$ cat config.mk
export PLATFORM = sky130hd
export DESIGN_NAME = valve_open_limit_sequencer
export DESIGN_NICKNAME = d
export VERILOG_FILES = /design/src/vols_pkg.sv /design/src/vols_note_mem.sv /design/src/vols_seq.sv /design/src/valve_open_limit_sequencer.sv
export SDC_FILE = /design/constraint.sdc
export NUM_CORES = 1
export LEC_CHECK = 0
export BUFFER_PORTS_ARGS = -buffer_cell sky130_fd_sc_hd__buf_2
export CAP_MARGIN = 40
export CORE_MARGIN = 2
export CORE_UTILIZATION = 30
export CTS_BUF_LIST = sky130_fd_sc_hd__clkbuf_4 sky130_fd_sc_hd__clkbuf_8 sky130_fd_sc_hd__clkbuf_16
export DETAILED_ROUTE_END_ITERATION = 10
export SLEW_MARGIN = 20
export SYNTH_ARGS = -nofsm -noshare
export SYNTH_HDL_FRONTEND = slang
export SYNTH_SLANG_ARGS = --single-unit
$ cat constraint.sdc
create_clock -name clk_i -period 5.2 [get_ports clk_i]
set_clock_uncertainty 0.05 [all_clocks]
set_input_delay 0.78 -clock clk_i [delete_from_list [all_inputs] [get_ports clk_i]]
set_output_delay 0.78 -clock clk_i [all_outputs]
set_load 0.1 [all_outputs]
$ cat src/vols_pkg.sv
`default_nettype none

package vols_pkg;

  localparam int unsigned DEF_NUM_VALVES = 16;
  localparam int unsigned CNT_W          = 5;
  localparam int unsigned TICK_W         = 16;
  localparam int unsigned MASK_W         = 16;
  localparam int unsigned NV_W           = 4;
  localparam int unsigned IDX_IN_W       = 8;
  localparam int unsigned CFG_ADDR_W     = 8;
  localparam int unsigned CFG_DATA_W     = 16;
  localparam int unsigned OUT_DATA_W     = 32;

  localparam logic [CNT_W-1:0]  RST_MAX_OPENING   = CNT_W'(1);
  localparam logic [TICK_W-1:0] RST_OPENING_TICKS = TICK_W'(1000);
  localparam logic [MASK_W-1:0] RST_PRESENT_MASK  = '1;
  localparam logic              RST_START_OPEN    = 1'b0;

  typedef enum logic [1:0] {
    VM_CLOSED  = 2'd0,
    VM_PENDING = 2'd1,
    VM_OPENING = 2'd2,
    VM_OPEN    = 2'd3
  } valve_mode_e;

  typedef enum logic [1:0] {
    FN_TICK  = 2'd0,
    FN_OPEN  = 2'd1,
    FN_CLOSE = 2'd2,
    FN_INIT  = 2'd3
  } func_e;

  typedef enum logic [1:0] {
    STS_OK      = 2'd0,
    STS_RANGE   = 2'd1,
    STS_NODRIVE = 2'd2
  } status_e;

  typedef enum logic [CFG_ADDR_W-1:0] {
    CFG_MAX_OPENING   = 8'd0,
    CFG_OPENING_TICKS = 8'd1,
    CFG_PRESENT_MASK  = 8'd2,
    CFG_START_OPEN    = 8'd3
  } cfg_idx_e;

  typedef enum logic [3:0] {
    SQ_IDLE,
    SQ_REQ,
    SQ_CNT,
    SQ_FIN,
    SQ_SNP,
    SQ_TOPEN,
    SQ_INIT,
    SQ_RD,
    SQ_EMIT
  } seq_state_e;

  typedef enum logic {
    RET_TICK,
    RET_DONE
  } snp_ret_e;

  typedef struct packed {
    logic [CNT_W-1:0]  max_opening;
    logic [TICK_W-1:0] opening_ticks;
    logic [MASK_W-1:0] present_mask;
    logic              start_open;
  } cfg_t;

  typedef struct packed {
    logic [NV_W-1:0] valve;
    valve_mode_e     mode;
  } note_t;

  typedef struct packed {
    logic              has_note;
    logic [NV_W-1:0]   note_valve;
    valve_mode_e       note_state;
    status_e           status;
    logic [MASK_W-1:0] drive_mask;
    logic [CNT_W-1:0]  opening_count;
    logic              last;
  } result_t;

endpackage

`default_nettype wire

$ cat src/vols_note_mem.sv
`default_nettype none

module vols_note_mem
  import vols_pkg::*;
#(
  parameter int unsigned DEPTH = 3 * DEF_NUM_VALVES,
  parameter int unsigned AW    = $clog2(DEPTH)
) (
  input  wire logic          clk_i,
  input  wire logic          we_i,
  input  wire logic [AW-1:0] waddr_i,
  input  wire note_t         wdata_i,
  input  wire logic [AW-1:0] raddr_i,
  output note_t              rdata_o
);

  note_t mem_q [DEPTH];
  note_t rdata_q;

  always_ff @(posedge clk_i) begin
    if (we_i) begin
      mem_q[waddr_i] <= wdata_i;
    end
    rdata_q <= mem_q[raddr_i];
  end

  assign rdata_o = rdata_q;

endmodule

`default_nettype wire

$ cat src/vols_seq.sv
`default_nettype none

module vols_seq
  import vols_pkg::*;
#(
  parameter int unsigned NUM_VALVES = DEF_NUM_VALVES,
  parameter int unsigned NOTE_DEPTH = 3 * DEF_NUM_VALVES
) (
  input  wire logic                clk_i,
  input  wire logic                rst_ni,
  input  wire cfg_t                cfg_i,
  input  wire logic                in_valid_i,
  output logic                     in_ready_o,
  input  wire func_e               in_func_i,
  input  wire logic [IDX_IN_W-1:0] in_index_i,
  input  wire logic                res_free_i,
  output logic                     res_push_o,
  output result_t                  res_o
);

  localparam int unsigned IDX_W = (NUM_VALVES > 1) ? $clog2(NUM_VALVES) : 1;
  localparam int unsigned NA_W  = $clog2(NOTE_DEPTH);
  localparam int unsigned NC_W  = $clog2(NOTE_DEPTH + 1);
  localparam logic [IDX_W-1:0] LAST_IDX = IDX_W'(NUM_VALVES - 1);

  function automatic logic [IDX_W-1:0] lowest_set(input logic [NUM_VALVES-1:0] v);
    logic [IDX_W-1:0] r;
    r = '0;
    for (int i = NUM_VALVES - 1; i >= 0; i--) begin
      if (v[i]) r = IDX_W'(i);
    end
    return r;
  endfunction

  seq_state_e state_q, state_d;
  snp_ret_e   ret_q, ret_d;
  func_e      func_q, func_d;
  status_e    status_q, status_d;

  logic [IDX_IN_W-1:0]   vi_q, vi_d;
  logic [IDX_W-1:0]      idx_q, idx_d;
  logic [IDX_W-1:0]      cur_q, cur_d;
  logic [NUM_VALVES-1:0] pend_q, pend_d;
  logic [NUM_VALVES-1:0] act_q, act_d;
  logic [NUM_VALVES-1:0] opn_q, opn_d;
  logic [NUM_VALVES-1:0] exp_q, exp_d;
  logic [CNT_W-1:0]      cnt_q, cnt_d;
  logic [NC_W-1:0]       wr_q, wr_d;
  logic [NC_W-1:0]       rd_q, rd_d;
  logic [TICK_W-1:0]     ticks_q [NUM_VALVES];

  logic                  t_we;
  logic [IDX_W-1:0]      t_addr;
  logic [TICK_W-1:0]     t_wdata;
  logic                  nw_en;
  note_t                 nw;
  note_t                 rdata;

  logic [NUM_VALVES-1:0] present;
  logic                  can_start;
  logic [IDX_W-1:0]      pend_lo;
  logic [IDX_W-1:0]      exp_lo;
  logic [IDX_W-1:0]      vsel;
  logic                  in_range;
  logic [TICK_W-1:0]     load_ticks;
  logic [TICK_W-1:0]     tick_cur;
  logic                  emit_last;
  logic                  init_all;

  assign present    = cfg_i.present_mask[NUM_VALVES-1:0];
  assign can_start  = cnt_q < cfg_i.max_opening;
  assign pend_lo    = lowest_set(pend_q);
  assign exp_lo     = lowest_set(exp_q);
  assign vsel       = vi_q[IDX_W-1:0];
  assign in_range   = vi_q < IDX_IN_W'(NUM_VALVES);
  assign load_ticks = (cfg_i.opening_ticks == '0) ? TICK_W'(1) : cfg_i.opening_ticks;
  assign tick_cur   = ticks_q[idx_q];
  assign emit_last  = (wr_q == '0) || (NC_W'(rd_q + NC_W'(1)) == wr_q);
  assign init_all   = cfg_i.start_open;

  // next state
  always_comb begin
    state_d = state_q;
    case (state_q)
      SQ_IDLE: begin
        if (in_valid_i) begin
          case (in_func_i)
            FN_TICK: state_d = SQ_CNT;
            FN_INIT: state_d = SQ_INIT;
            default: state_d = SQ_REQ;
          endcase
        end
      end
      SQ_REQ: begin
        if (in_range && present[vsel] && func_q == FN_CLOSE && opn_q[vsel]) begin
          state_d = SQ_SNP;
        end else begin
          state_d = SQ_RD;
        end
      end
      SQ_CNT: begin
        if (idx_q == LAST_IDX) state_d = SQ_FIN;
      end
      SQ_FIN: begin
        state_d = (exp_q == '0) ? SQ_RD : SQ_SNP;
      end
      SQ_SNP: begin
        if (!(can_start && pend_q != '0) || present[pend_lo]) begin
          state_d = (ret_q == RET_TICK) ? SQ_TOPEN : SQ_RD;
        end
      end
      SQ_TOPEN: state_d = SQ_FIN;
      SQ_INIT: begin
        if (idx_q == LAST_IDX) state_d = SQ_RD;
      end
      SQ_RD:   state_d = SQ_EMIT;
      SQ_EMIT: begin
        if (res_free_i) state_d = emit_last ? SQ_IDLE : SQ_RD;
      end
      default: state_d = SQ_IDLE;
    endcase
  end

  // datapath updates
  always_comb begin
    ret_d    = ret_q;
    func_d   = func_q;
    status_d = status_q;
    vi_d     = vi_q;
    idx_d    = idx_q;
    cur_d    = cur_q;
    pend_d   = pend_q;
    act_d    = act_q;
    opn_d    = opn_q;
    exp_d    = exp_q;
    cnt_d    = cnt_q;
    rd_d     = rd_q;
    t_we     = 1'b0;
    t_addr   = idx_q;
    t_wdata  = load_ticks;
    nw_en    = 1'b0;
    nw       = '{valve: '0, mode: VM_CLOSED};
    case (state_q)
      SQ_IDLE: begin
        if (in_valid_i) begin
          func_d   = in_func_i;
          vi_d     = in_index_i;
          status_d = STS_OK;
          idx_d    = '0;
          exp_d    = '0;
          rd_d     = '0;
        end
      end
      SQ_REQ: begin
        ret_d = RET_DONE;
        if (!in_range) begin
          status_d = STS_RANGE;
        end else if (!present[vsel]) begin
          status_d = STS_NODRIVE;
        end else if (func_q == FN_CLOSE) begin
          pend_d[vsel] = 1'b0;
          act_d[vsel]  = 1'b0;
          opn_d[vsel]  = 1'b0;
          if (opn_q[vsel]) cnt_d = cnt_q - CNT_W'(1);
          nw_en = 1'b1;
          nw    = '{valve: NV_W'(vsel), mode: VM_CLOSED};
        end else if (!act_q[vsel]) begin
          if (can_start) begin
            pend_d[vsel] = 1'b0;
            act_d[vsel]  = 1'b1;
            opn_d[vsel]  = 1'b1;
            cnt_d        = cnt_q + CNT_W'(1);
            t_we         = 1'b1;
            t_addr       = vsel;
            nw_en        = 1'b1;
            nw           = '{valve: NV_W'(vsel), mode: VM_OPENING};
          end else if (!pend_q[vsel]) begin
            pend_d[vsel] = 1'b1;
            nw_en        = 1'b1;
            nw           = '{valve: NV_W'(vsel), mode: VM_PENDING};
          end
        end
      end
      SQ_CNT: begin
        if (opn_q[idx_q]) begin
          if (tick_cur <= TICK_W'(1)) begin
            exp_d[idx_q] = 1'b1;
          end else begin
            t_we    = 1'b1;
            t_wdata = tick_cur - TICK_W'(1);
          end
        end
        idx_d = (idx_q == LAST_IDX) ? '0 : idx_q + IDX_W'(1);
      end
      SQ_FIN: begin
        ret_d = RET_TICK;
        if (exp_q != '0) begin
          opn_d[exp_lo] = 1'b0;
          exp_d[exp_lo] = 1'b0;
          cnt_d         = cnt_q - CNT_W'(1);
          cur_d         = exp_lo;
        end
      end
      SQ_SNP: begin
        if (can_start && pend_q != '0) begin
          pend_d[pend_lo] = 1'b0;
          nw_en           = 1'b1;
          if (present[pend_lo]) begin
            act_d[pend_lo] = 1'b1;
            opn_d[pend_lo] = 1'b1;
            cnt_d          = cnt_q + CNT_W'(1);
            t_we           = 1'b1;
            t_addr         = pend_lo;
            nw             = '{valve: NV_W'(pend_lo), mode: VM_OPENING};
          end else begin
            nw = '{valve: NV_W'(pend_lo), mode: VM_CLOSED};
          end
        end
      end
      SQ_TOPEN: begin
        nw_en = 1'b1;
        nw    = '{valve: NV_W'(cur_q), mode: VM_OPEN};
      end
      SQ_INIT: begin
        pend_d = '0;
        opn_d  = '0;
        act_d  = init_all ? '1 : '0;
        cnt_d  = '0;
        nw_en  = 1'b1;
        nw     = '{valve: NV_W'(idx_q), mode: init_all ? VM_OPEN : VM_CLOSED};
        idx_d  = (idx_q == LAST_IDX) ? '0 : idx_q + IDX_W'(1);
      end
      SQ_EMIT: begin
        if (res_free_i) rd_d = rd_q + NC_W'(1);
      end
      default: ;
    endcase
  end

  assign wr_d = (state_q == SQ_IDLE) ? '0 : wr_q + NC_W'(nw_en);

  // handshake and result
  always_comb begin
    in_ready_o = (state_q == SQ_IDLE);
    res_push_o = (state_q == SQ_EMIT) && res_free_i;
    res_o.has_note      = (wr_q != '0);
    res_o.note_valve    = (wr_q != '0) ? rdata.valve : '0;
    res_o.note_state    = (wr_q != '0) ? rdata.mode : VM_CLOSED;
    res_o.status        = status_q;
    res_o.drive_mask    = MASK_W'(act_q & present);
    res_o.opening_count = cnt_q;
    res_o.last          = emit_last;
  end

  always_ff @(posedge clk_i or negedge rst_ni) begin
    if (!rst_ni) begin
      state_q <= SQ_IDLE;
      ret_q   <= RET_DONE;
      pend_q  <= '0;
      act_q   <= '0;
      opn_q   <= '0;
      exp_q   <= '0;
      cnt_q   <= '0;
      wr_q    <= '0;
      rd_q    <= '0;
      idx_q   <= '0;
    end else begin
      state_q <= state_d;
      ret_q   <= ret_d;
      pend_q  <= pend_d;
      act_q   <= act_d;
      opn_q   <= opn_d;
      exp_q   <= exp_d;
      cnt_q   <= cnt_d;
      wr_q    <= wr_d;
      rd_q    <= rd_d;
      idx_q   <= idx_d;
    end
  end

  always_ff @(posedge clk_i) begin
    func_q   <= func_d;
    status_q <= status_d;
    vi_q     <= vi_d;
    cur_q    <= cur_d;
    if (t_we) begin
      ticks_q[t_addr] <= t_wdata;
    end
  end

  vols_note_mem #(
    .DEPTH (NOTE_DEPTH),
    .AW    (NA_W)
  ) u_note_mem (
    .clk_i   (clk_i),
    .we_i    (nw_en),
    .waddr_i (wr_q[NA_W-1:0]),
    .wdata_i (nw),
    .raddr_i (rd_q[NA_W-1:0]),
    .rdata_o (rdata)
  );

endmodule

`default_nettype wire

$ cat src/valve_open_limit_sequencer.sv
// Valve bank sequencer with a limit on the number of valves opening at once.
// Input stream: tuser carries the command (tick, open, close, initialise),
// tdata the valve index. Configuration registers are written through the
// cfg channel (index 0 max_opening, 1 opening_ticks, 2 present_mask,
// 3 start_open); the user must write them only while no command is in
// flight, which the block does not enforce; cfg_ready_o is always high.
// Each command yields one result per valve state change, or one result with
// no note, the final one marked with tlast; every result carries the status,
// drive mask and opening count after the whole command.
// One command at a time: tready stays low from acceptance until the last
// result is loaded into the output register. A close of an opening valve
// then starts a pending valve, dropping those whose drive is absent; a tick
// scans every valve, then marks each expired valve open and starts a pending
// valve in its place; initialise sets every valve in turn. Each result is
// read from the registered note buffer and emitted.
// A stalled receiver holds the output register and the sequencer waits.
// Reset closes every valve, clears the opening count and loads the register
// defaults (max_opening 1, opening_ticks 1000, all drives present).
`default_nettype none

module valve_open_limit_sequencer
  import vols_pkg::*;
#(
  parameter int unsigned NUM_VALVES = DEF_NUM_VALVES
) (
  input  wire logic                  clk_i,
  input  wire logic                  rst_ni,
  input  wire logic                  s_axis_tvalid_i,
  output logic                       s_axis_tready_o,
  input  wire logic [IDX_IN_W-1:0]   s_axis_tdata_i,  // [7:0] valve_sel
  input  wire logic [1:0]            s_axis_tuser_i,  // [1:0] func
  output logic                       m_axis_tvalid_o,
  input  wire logic                  m_axis_tready_i,
  // [3:0] note_valve, [5:4] note_state, [7:6] status, [23:8] drive_mask,
  // [28:24] opening_count, [31:29] zero
  output logic [OUT_DATA_W-1:0]      m_axis_tdata_o,
  output logic                       m_axis_tuser_o,  // [0] has_note
  output logic                       m_axis_tlast_o,
  input  wire logic                  cfg_valid_i,
  output logic                       cfg_ready_o,
  input  wire logic [CFG_ADDR_W-1:0] cfg_addr_i,
  input  wire logic [CFG_DATA_W-1:0] cfg_data_i
);

  localparam int unsigned NOTE_DEPTH = 3 * NUM_VALVES;

  cfg_t    cfg_q;
  result_t out_q;
  result_t res;
  logic    out_valid_q;
  logic    res_free;
  logic    res_push;

  assign cfg_ready_o = 1'b1;

  always_ff @(posedge clk_i or negedge rst_ni) begin
    if (!rst_ni) begin
      cfg_q.max_opening   <= RST_MAX_OPENING;
      cfg_q.opening_ticks <= RST_OPENING_TICKS;
      cfg_q.present_mask  <= RST_PRESENT_MASK;
      cfg_q.start_open    <= RST_START_OPEN;
    end else if (cfg_valid_i) begin
      case (cfg_addr_i)
        CFG_MAX_OPENING:   cfg_q.max_opening   <= cfg_data_i[CNT_W-1:0];
        CFG_OPENING_TICKS: cfg_q.opening_ticks <= cfg_data_i[TICK_W-1:0];
        CFG_PRESENT_MASK:  cfg_q.present_mask  <= cfg_data_i[MASK_W-1:0];
        CFG_START_OPEN:    cfg_q.start_open    <= cfg_data_i[0];
        default: ;
      endcase
    end
  end

  vols_seq #(
    .NUM_VALVES (NUM_VALVES),
    .NOTE_DEPTH (NOTE_DEPTH)
  ) u_seq (
    .clk_i      (clk_i),
    .rst_ni     (rst_ni),
    .cfg_i      (cfg_q),
    .in_valid_i (s_axis_tvalid_i),
    .in_ready_o (s_axis_tready_o),
    .in_func_i  (func_e'(s_axis_tuser_i)),
    .in_index_i (s_axis_tdata_i),
    .res_free_i (res_free),
    .res_push_o (res_push),
    .res_o      (res)
  );

  // output register
  assign res_free = !out_valid_q || m_axis_tready_i;

  always_ff @(posedge clk_i or negedge rst_ni) begin
    if (!rst_ni) begin
      out_valid_q <= 1'b0;
    end else if (res_push) begin
      out_valid_q <= 1'b1;
    end else if (m_axis_tready_i) begin
      out_valid_q <= 1'b0;
    end
  end

  always_ff @(posedge clk_i) begin
    if (res_push) begin
      out_q <= res;
    end
  end

  assign m_axis_tvalid_o = out_valid_q;
  assign m_axis_tuser_o  = out_q.has_note;
  assign m_axis_tlast_o  = out_q.last;
  assign m_axis_tdata_o  = {3'b000, out_q.opening_count, out_q.drive_mask, out_q.status,
                            out_q.note_state, out_q.note_valve};

  // a result without a note is always the only result of its transaction
  assert property (@(posedge clk_i) disable iff (!rst_ni)
    (m_axis_tvalid_o && !m_axis_tuser_o) |-> m_axis_tlast_o)
    else $error("note-less result not marked last");

  assert property (@(posedge clk_i) disable iff (!rst_ni)
    (m_axis_tvalid_o && !m_axis_tuser_o) |-> (m_axis_tdata_o[5:0] == 6'd0))
    else $error("note fields set on a note-less result");

  assert property (@(posedge clk_i) disable iff (!rst_ni)
    m_axis_tvalid_o |-> (m_axis_tdata_o[28:24] <= CNT_W'(NUM_VALVES)))
    else $error("opening count beyond valve count");

  // no new command while results of the previous one are still being sent
  assert property (@(posedge clk_i) disable iff (!rst_ni)
    (res_push && !res.last) |=> !s_axis_tready_o)
    else $error("input taken before all results issued");

endmodule

`default_nettype wire
* Word level (Yosys, flattened, before mapping)
Memories as Yosys holds them, arrays and structs flattened. A register that Yosys moved wholly into a read port is not among the register bits. Index checks and enable logic that the tools add are counted.
Operators by class: order comparisons 11, equal/unequal tests 32, reduce and logical (&&, ||, !) cells 48, muxes and demuxes 162, bitwise operators 16, add/sub/neg operators 6
Operator list (number):
- $mux 16 | 31
- $mux 4 | 46
- $pmux 16 s3 | 3
- $and 16x16->16 | 7
- $or 16x16->16 | 6
- $pmux 16 s4 | 1
- $mux 6 | 10
- $not 16->16 | 3
- $mux 5 | 9
- $pmux 4 s9 | 1
- $logic_not 16->1 | 2
- $mux 1 | 32
- $reduce_bool 16->1 | 2
- $bmux 1 s4 | 6
- $pmux 6 s4 | 1
- $ne 2x1->1 const B | 11
- $lt 4x5->1 const B | 4
- $pmux 5 s4 | 1
- $demux 1 s4 | 4
- $eq 4x3->1 const B | 4
- $eq 8x2->1 const B | 2
- $ge 4x1->1 const B | 4
- $le 16x1->1 const B | 1
- $mux 2 | 8
- other kinds (45) | 76
Word-level totals: memories kept 2, flip-flop bits (word level) 176, input bits 39, memory bits (writable) 544
Memories:
- u_seq.u_note_mem.mem_q | depth 48, width 6, read ports 1, clocked after memory_dff 1, write ports 1, RTL line vols_note_mem.sv:17 | note_t mem_q [DEPTH];
- u_seq.ticks_q | depth 16, width 16, read ports 1, clocked after memory_dff 0, write ports 1, RTL line vols_seq.sv:50 | logic [TICK_W-1:0] ticks_q [NUM_VALVES];

* Depth between registers and ports, before layout
depth after elaboration 24, mapped depth 14, mapped depth without buffers 14

* Hierarchy
A second synthesis with hierarchy kept.
Unflattened totals: cell total of the unflattened synthesis 2162, area, all modules 32296.0 um^2
By module, submodules not included:
- vols_seq | cells each 1423, area an instance 17943.5 um^2, sequential area each 10421.2 um^2, times used 1
- vols_note_mem | cells each 612, area an instance 11740.0 um^2, sequential area each 8768.4 um^2, times used 1
- valve_open_limit_sequencer | cells each 127, area an instance 2612.5 um^2, sequential area each 1935.6 um^2, times used 1

* Worst setup path after synthesis
No wires, ideal clock.
path type reg2reg, start reg (tool-made name), end mem u_seq.u_note_mem.mem_q[0][1] (netlist bit), data pin, buffers on the path 1, setup slack 1.020 ns, data required time 4.672 ns, cell stages (with the launch flop) 9, data arrival time 3.652 ns, cells stage by stage dfrtp_1 > buf_6 > or4_4 > a31oi_2 > a31oi_1 > a32oi_1 > o311ai_2 > a211o_2 > o221ai_1
RTL lines (RTL line):
- end: declaration | vols_note_mem.sv:17

* Worst setup path after layout
start reg u_seq.idx_q[0], end mem u_seq.ticks_q[12][9], enable pin
On the way: word-level cells in the longest chain between the ends 7, elaborated cells on any way between the ends 17
Ends and longest elaborated chain:
- start: declaration | RTL line vols_seq.sv:41 | logic [IDX_W-1:0] idx_q, idx_d;
- start signal: assignment | RTL line vols_seq.sv:277 | idx_q <= idx_d;
- $mem_v2 16x16
- $le 16x1->1 | RTL line vols_seq.sv:186 | if (tick_cur <= TICK_W'(1)) begin
- $mux 1 | RTL line vols_seq.sv:186
- $mux 1 | RTL line vols_seq.sv:185 | if (opn_q[idx_q]) begin
- $pmux 1 s3 | RTL line vols_seq.sv:143 | case (state_q)
- $mux 1 | RTL line vols_seq.sv:286 | if (t_we) begin
- $mux 1 (not written as such) | RTL line vols_seq.sv:287 | ticks_q[t_addr] <= t_wdata;
- end: declaration | RTL line vols_seq.sv:50
Parallel ways exist; a longest one is shown, timed or not. The select of a mux whose other input is x is not followed.

==> metrics.md <==
| Metric | Value |
|---|---|
| Status | `completed` |
| Met1 WL | `~36,000 µm` |
| 1st-iter DRT viols | `2,584` |
| Worst setup margin | `approximately 0.49 ns` |
| Met3 Wirelength | `7560 µm` |
| Die area | `0.110 mm²` |
| Post-detail-place hpwl | `59,700 µm` |
| Initial core utilization | `30.4%` |
| Vias in the first global route | `between 20,000 and 25,000` |
| WL met2 | `41,400 µm` |
| Asr flop ratio synth | `17.8%` |
| Largest net degree at the start of global routing | `70` |
| Drt pass-1 iters | `6` |
| Yosys reg bits | `726` |
| CP Cell Sequence | `buf_4, mux4_2, mux4_2, inv_1, ha_1, o21ai_0, nor2_1, nand4_1, nand2b_1, o211ai_1, nand3b_1, nor2_1, buf_4` |
| Critical Path Start Type | `flop` |
| Post-route antenna net violation count | `0` |
| Area delta synth->final | `15.6%` |
| Top Metal Used | `met4` |
| Clock root cell | `clkbuf_16` |
| Critical path endpoint category | `flop` |
| Mapped Cells | `2,198` |
| Number of synthesized flops with an enable pin | `just under 600` |
| Hold Path Class | `in -> reg` |
| Worst EP arrival | `5.00 ns` |
| Avg Synthesized Cell Area | `14.6 µm²` |
| Total track usage | `15.9%` |
| Endpoints failing hold | `0` |
| Post-Synth Adder-Cell Area | `0.624%` |
| Highest ir drop seen on vdd | `roughly 360 µV` |
| Non-filler instance count after layout | `between 3,000 and 4,000` |
| Final Max Tran Viols | `0` |
| Sink Count | `just over 700` |
| Vias per inst | `5.37` |
| Worst path max stage delay | `a little under 0.7 ns` |
| Distinct cells, synth | `83` |
| Worst-path clk slew | `0.06 ns` |
| Final GP Congestion | `approximately 0.93` |
| Final wirelength | `between 80,000 and 90,000 µm` |
| CTS tree | `done` |
| CP Data Required Time | `between 5 and 6 ns` |
| Critical-path maximum fanout | `17` |
| Core area | `approximately 0.11 mm²` |
| Final setup viols | `0` |
| Power Total | `between 20 and 25 mW` |
| Leak | `12.6 nW` |
| # IOs | `76` |
| N_diodes | `0` |
| CP max-delay cell | `dfrtp_4` |
| CTS Buffer Depth | `3` |
| H-tree depth | `3` |
| Dpl cells | `approximately 3,600` |
| Setup repair after global routing missed its margin | `false` |
| Register area share after synthesis | `about two thirds` |
| Post-Synth XOR/XNOR Area | `less than 1%` |
| Final Cycle Share | `90.5%` |
| Pre-CTS setup slack | `around 0.44 ns` |
| PD cells | `~570 mW/mm²` |
| PortBufs | `just over 70` |
| Max Clk Rate | `approximately 0.21 GHz` |
| Final nets | `2,380` |
| Slew HR | `a little over a third` |
| Routed len/inst | `about 23 µm` |
| Final min period | `4.71 ns` |
| Die width | `331 µm` |
| Die height | `331 µm` |
| Worst path top cell family by delay | `simple AND/OR/NAND/NOR gates` |
| Setup CP Type | `reg -> reg` |
| Antenna violations before repair | `0` |
| Post-synthesis simple-gate area fraction | `about 7.5%` |
| Row cnt | `119` |
| Clock latency at the later pin of the worst-skew pair | `about 0.65 ns` |
| First-pass GRT wire length | `132,000 µm` |
| Gr ovfl total | `0` |
| Residual DRC | `0` |
| Post-synthesis mux area share | `between 10% and 20%` |
| Layout cells sized above 1 | `approximately a quarter` |
| Fraction of the mapped netlist area in compound gates | `approximately 10%` |
| Fillers | `between 10,000 and 15,000` |
| Least-Margin Pin Slew | `approximately 0.94 ns` |
| Post-CTS Resized | `0` |
| Setup tns final | `0 ns` |
| Top FF cell, synth | `edfxtp_1` |
| Mapped cell area | `approximately 0.032 mm²` |
| Via count | `approximately 20,000` |
| Main combinational cell family by area after synthesis | `multiplexers` |
| Syn. warnings | `0` |
| CTS Buf Count | `73` |
| Max cap viols | `0` |
| Worst Path Buf+Inv | `3` |
-- placed cells by master (no fill, tap or decap), types with 18 or more instances in the layout --
cell type / synthesis / final
xnor2_1: 18 / 18
a21oi_1: 107 / 107
inv_1: 35 / 34
o22ai_1: 26 / 26
dfstp_2: 24 / 24
mux4_2: 136 / 136
clkbuf_16: 0 / 74
o21ai_0: 175 / 173
edfxtp_1: 591 / 591
nor2b_1: 25 / 25
and2_1: 29 / 29
mux2_2: 53 / 53
nor2_1: 173 / 164
buf_4: 6 / 96
mux2i_1: 59 / 59
dfrtp_1: 105 / 101
o221ai_1: 33 / 32
nand2_1: 156 / 156
nand3_1: 54 / 54
a22o_1: 19 / 19
buf_2: 16 / 72
a31oi_1: 18 / 18
-- final cells by class --
cell class	instances	area, µm²	share of cell area (%)
Clock inverter	42	483	1.30
Tap cell	1391	1740	4.69
Sequential cell	726	21100	57.0
Timing Repair Buffer	179	1260	3.39
Inverter	37	139	0.375
Multi-Input combinational cell	1308	10300	27.9
Clock buffer	91	1990	5.37
-- kinds of logic after synthesis --
group,Yosys count
AOI/OAI and AO/OA,489
xor gates and xnor gates,29
adders and majority gates,16
buffers and inverters,166
DFF,726
muxes,248
other,2
and+or+nand+nor,522
-- worst paths after layout --
path | startpoint | endpoint | slack [ns] | depth (start not counted)
worst max-delay path | u_seq.idx_q[0]$_DFFE_PN0P_ | u_seq.ticks_q[12][9]$_DFFE_PP_ | 0.49 | 13
worst min-delay path | s_axis_tdata_i[3] | u_seq.vi_q[3]$_DFFE_PP_ | 0.27 | 1
worst max register to register | u_seq.idx_q[0]$_DFFE_PN0P_ | u_seq.ticks_q[12][9]$_DFFE_PP_ | 0.49 | 13
worst min register to register | u_seq.status_q[1]$_SDFFCE_PN0P_ | m_axis_tdata_o[7]$_DFFE_PP_ | 0.35 | 0
max in group asynchronous | rst_ni | u_seq.ret_q$_DFFE_PN1P_ | 3.78 | 3
min in group asynchronous | rst_ni | cfg_q[27]$_DFFE_PN0P_ | 0.52 | 2
-- registers in the layout (all words and copies together) (netlist names), named ones only --
signal	flops
u_seq.u_note_mem.mem_q	288
u_seq.ticks_q	256
cfg_q	38
m_axis_tdata_o	29
u_seq.exp_q	16
u_seq.vi_q	8
u_seq.rd_q	6
u_seq.u_note_mem.rdata_o	6
u_seq.wr_q	6
u_seq.cnt_q	5
u_seq.cur_q	4
u_seq.idx_q	4
u_seq.state_q	4
u_seq.func_q	2
u_seq.status_q	2
m_axis_tlast_o	1
m_axis_tuser_o	1
m_axis_tvalid_o	1
u_seq.ret_q	1
-- synthesized netlist by cell type, types with 25 or more instances --
master	n	area share (%)
inv_1	35	0.41
o221ai_1	33	0.90
o21ai_0	175	2.7
edfxtp_1	591	55
mux2_2	53	1.9
nor2_1	173	2.0
dfrtp_1	105	8.2
clkbuf_1	88	1.0
o22ai_1	26	0.51
and2_1	29	0.57
nor2b_1	25	0.49
nand2_1	156	1.8
a21oi_1	107	1.7
mux2i_1	59	1.8
mux4_2	136	9.5
nand3_1	54	0.84
-- stage by stage --
stage               utilization, %  area, µm²  hold slack (ns)
finish                        35.1      37100            0.270
global route                  35.1      37100            0.241
CTS                           35.0      37000            0.233
detailed placement            32.7      34500            0.358
global placement              32.6      34400            0.362
floorplan                        -      32100            0.350
-- per-layer routing --
metal  vias to the layer above  GRT usage [%]
met3                       176           3.66
met1                     10283           21.3
met4                         0           5.57
met5                         -              0
met2                       945           25.5
li1                       8861              -
-- where the power goes --
group          switching (mW)  internal, mW  total [mW]  leakage [nW]
clock                    2.33          3.08        5.41          1.22
sequential              0.704          7.47        8.17          7.06
combinational            4.77          2.68        7.45          4.33
total                    7.81          13.2        21.0          12.6
-- timing repair --
item / CTS / global route
setup buffers: 0 / 1
endpoints found under the hold margin: 9 / 0
endpoints found under the setup margin: 0 / 72
hold buffers: 1 / 0
Power figures use the tool's default switching activity.
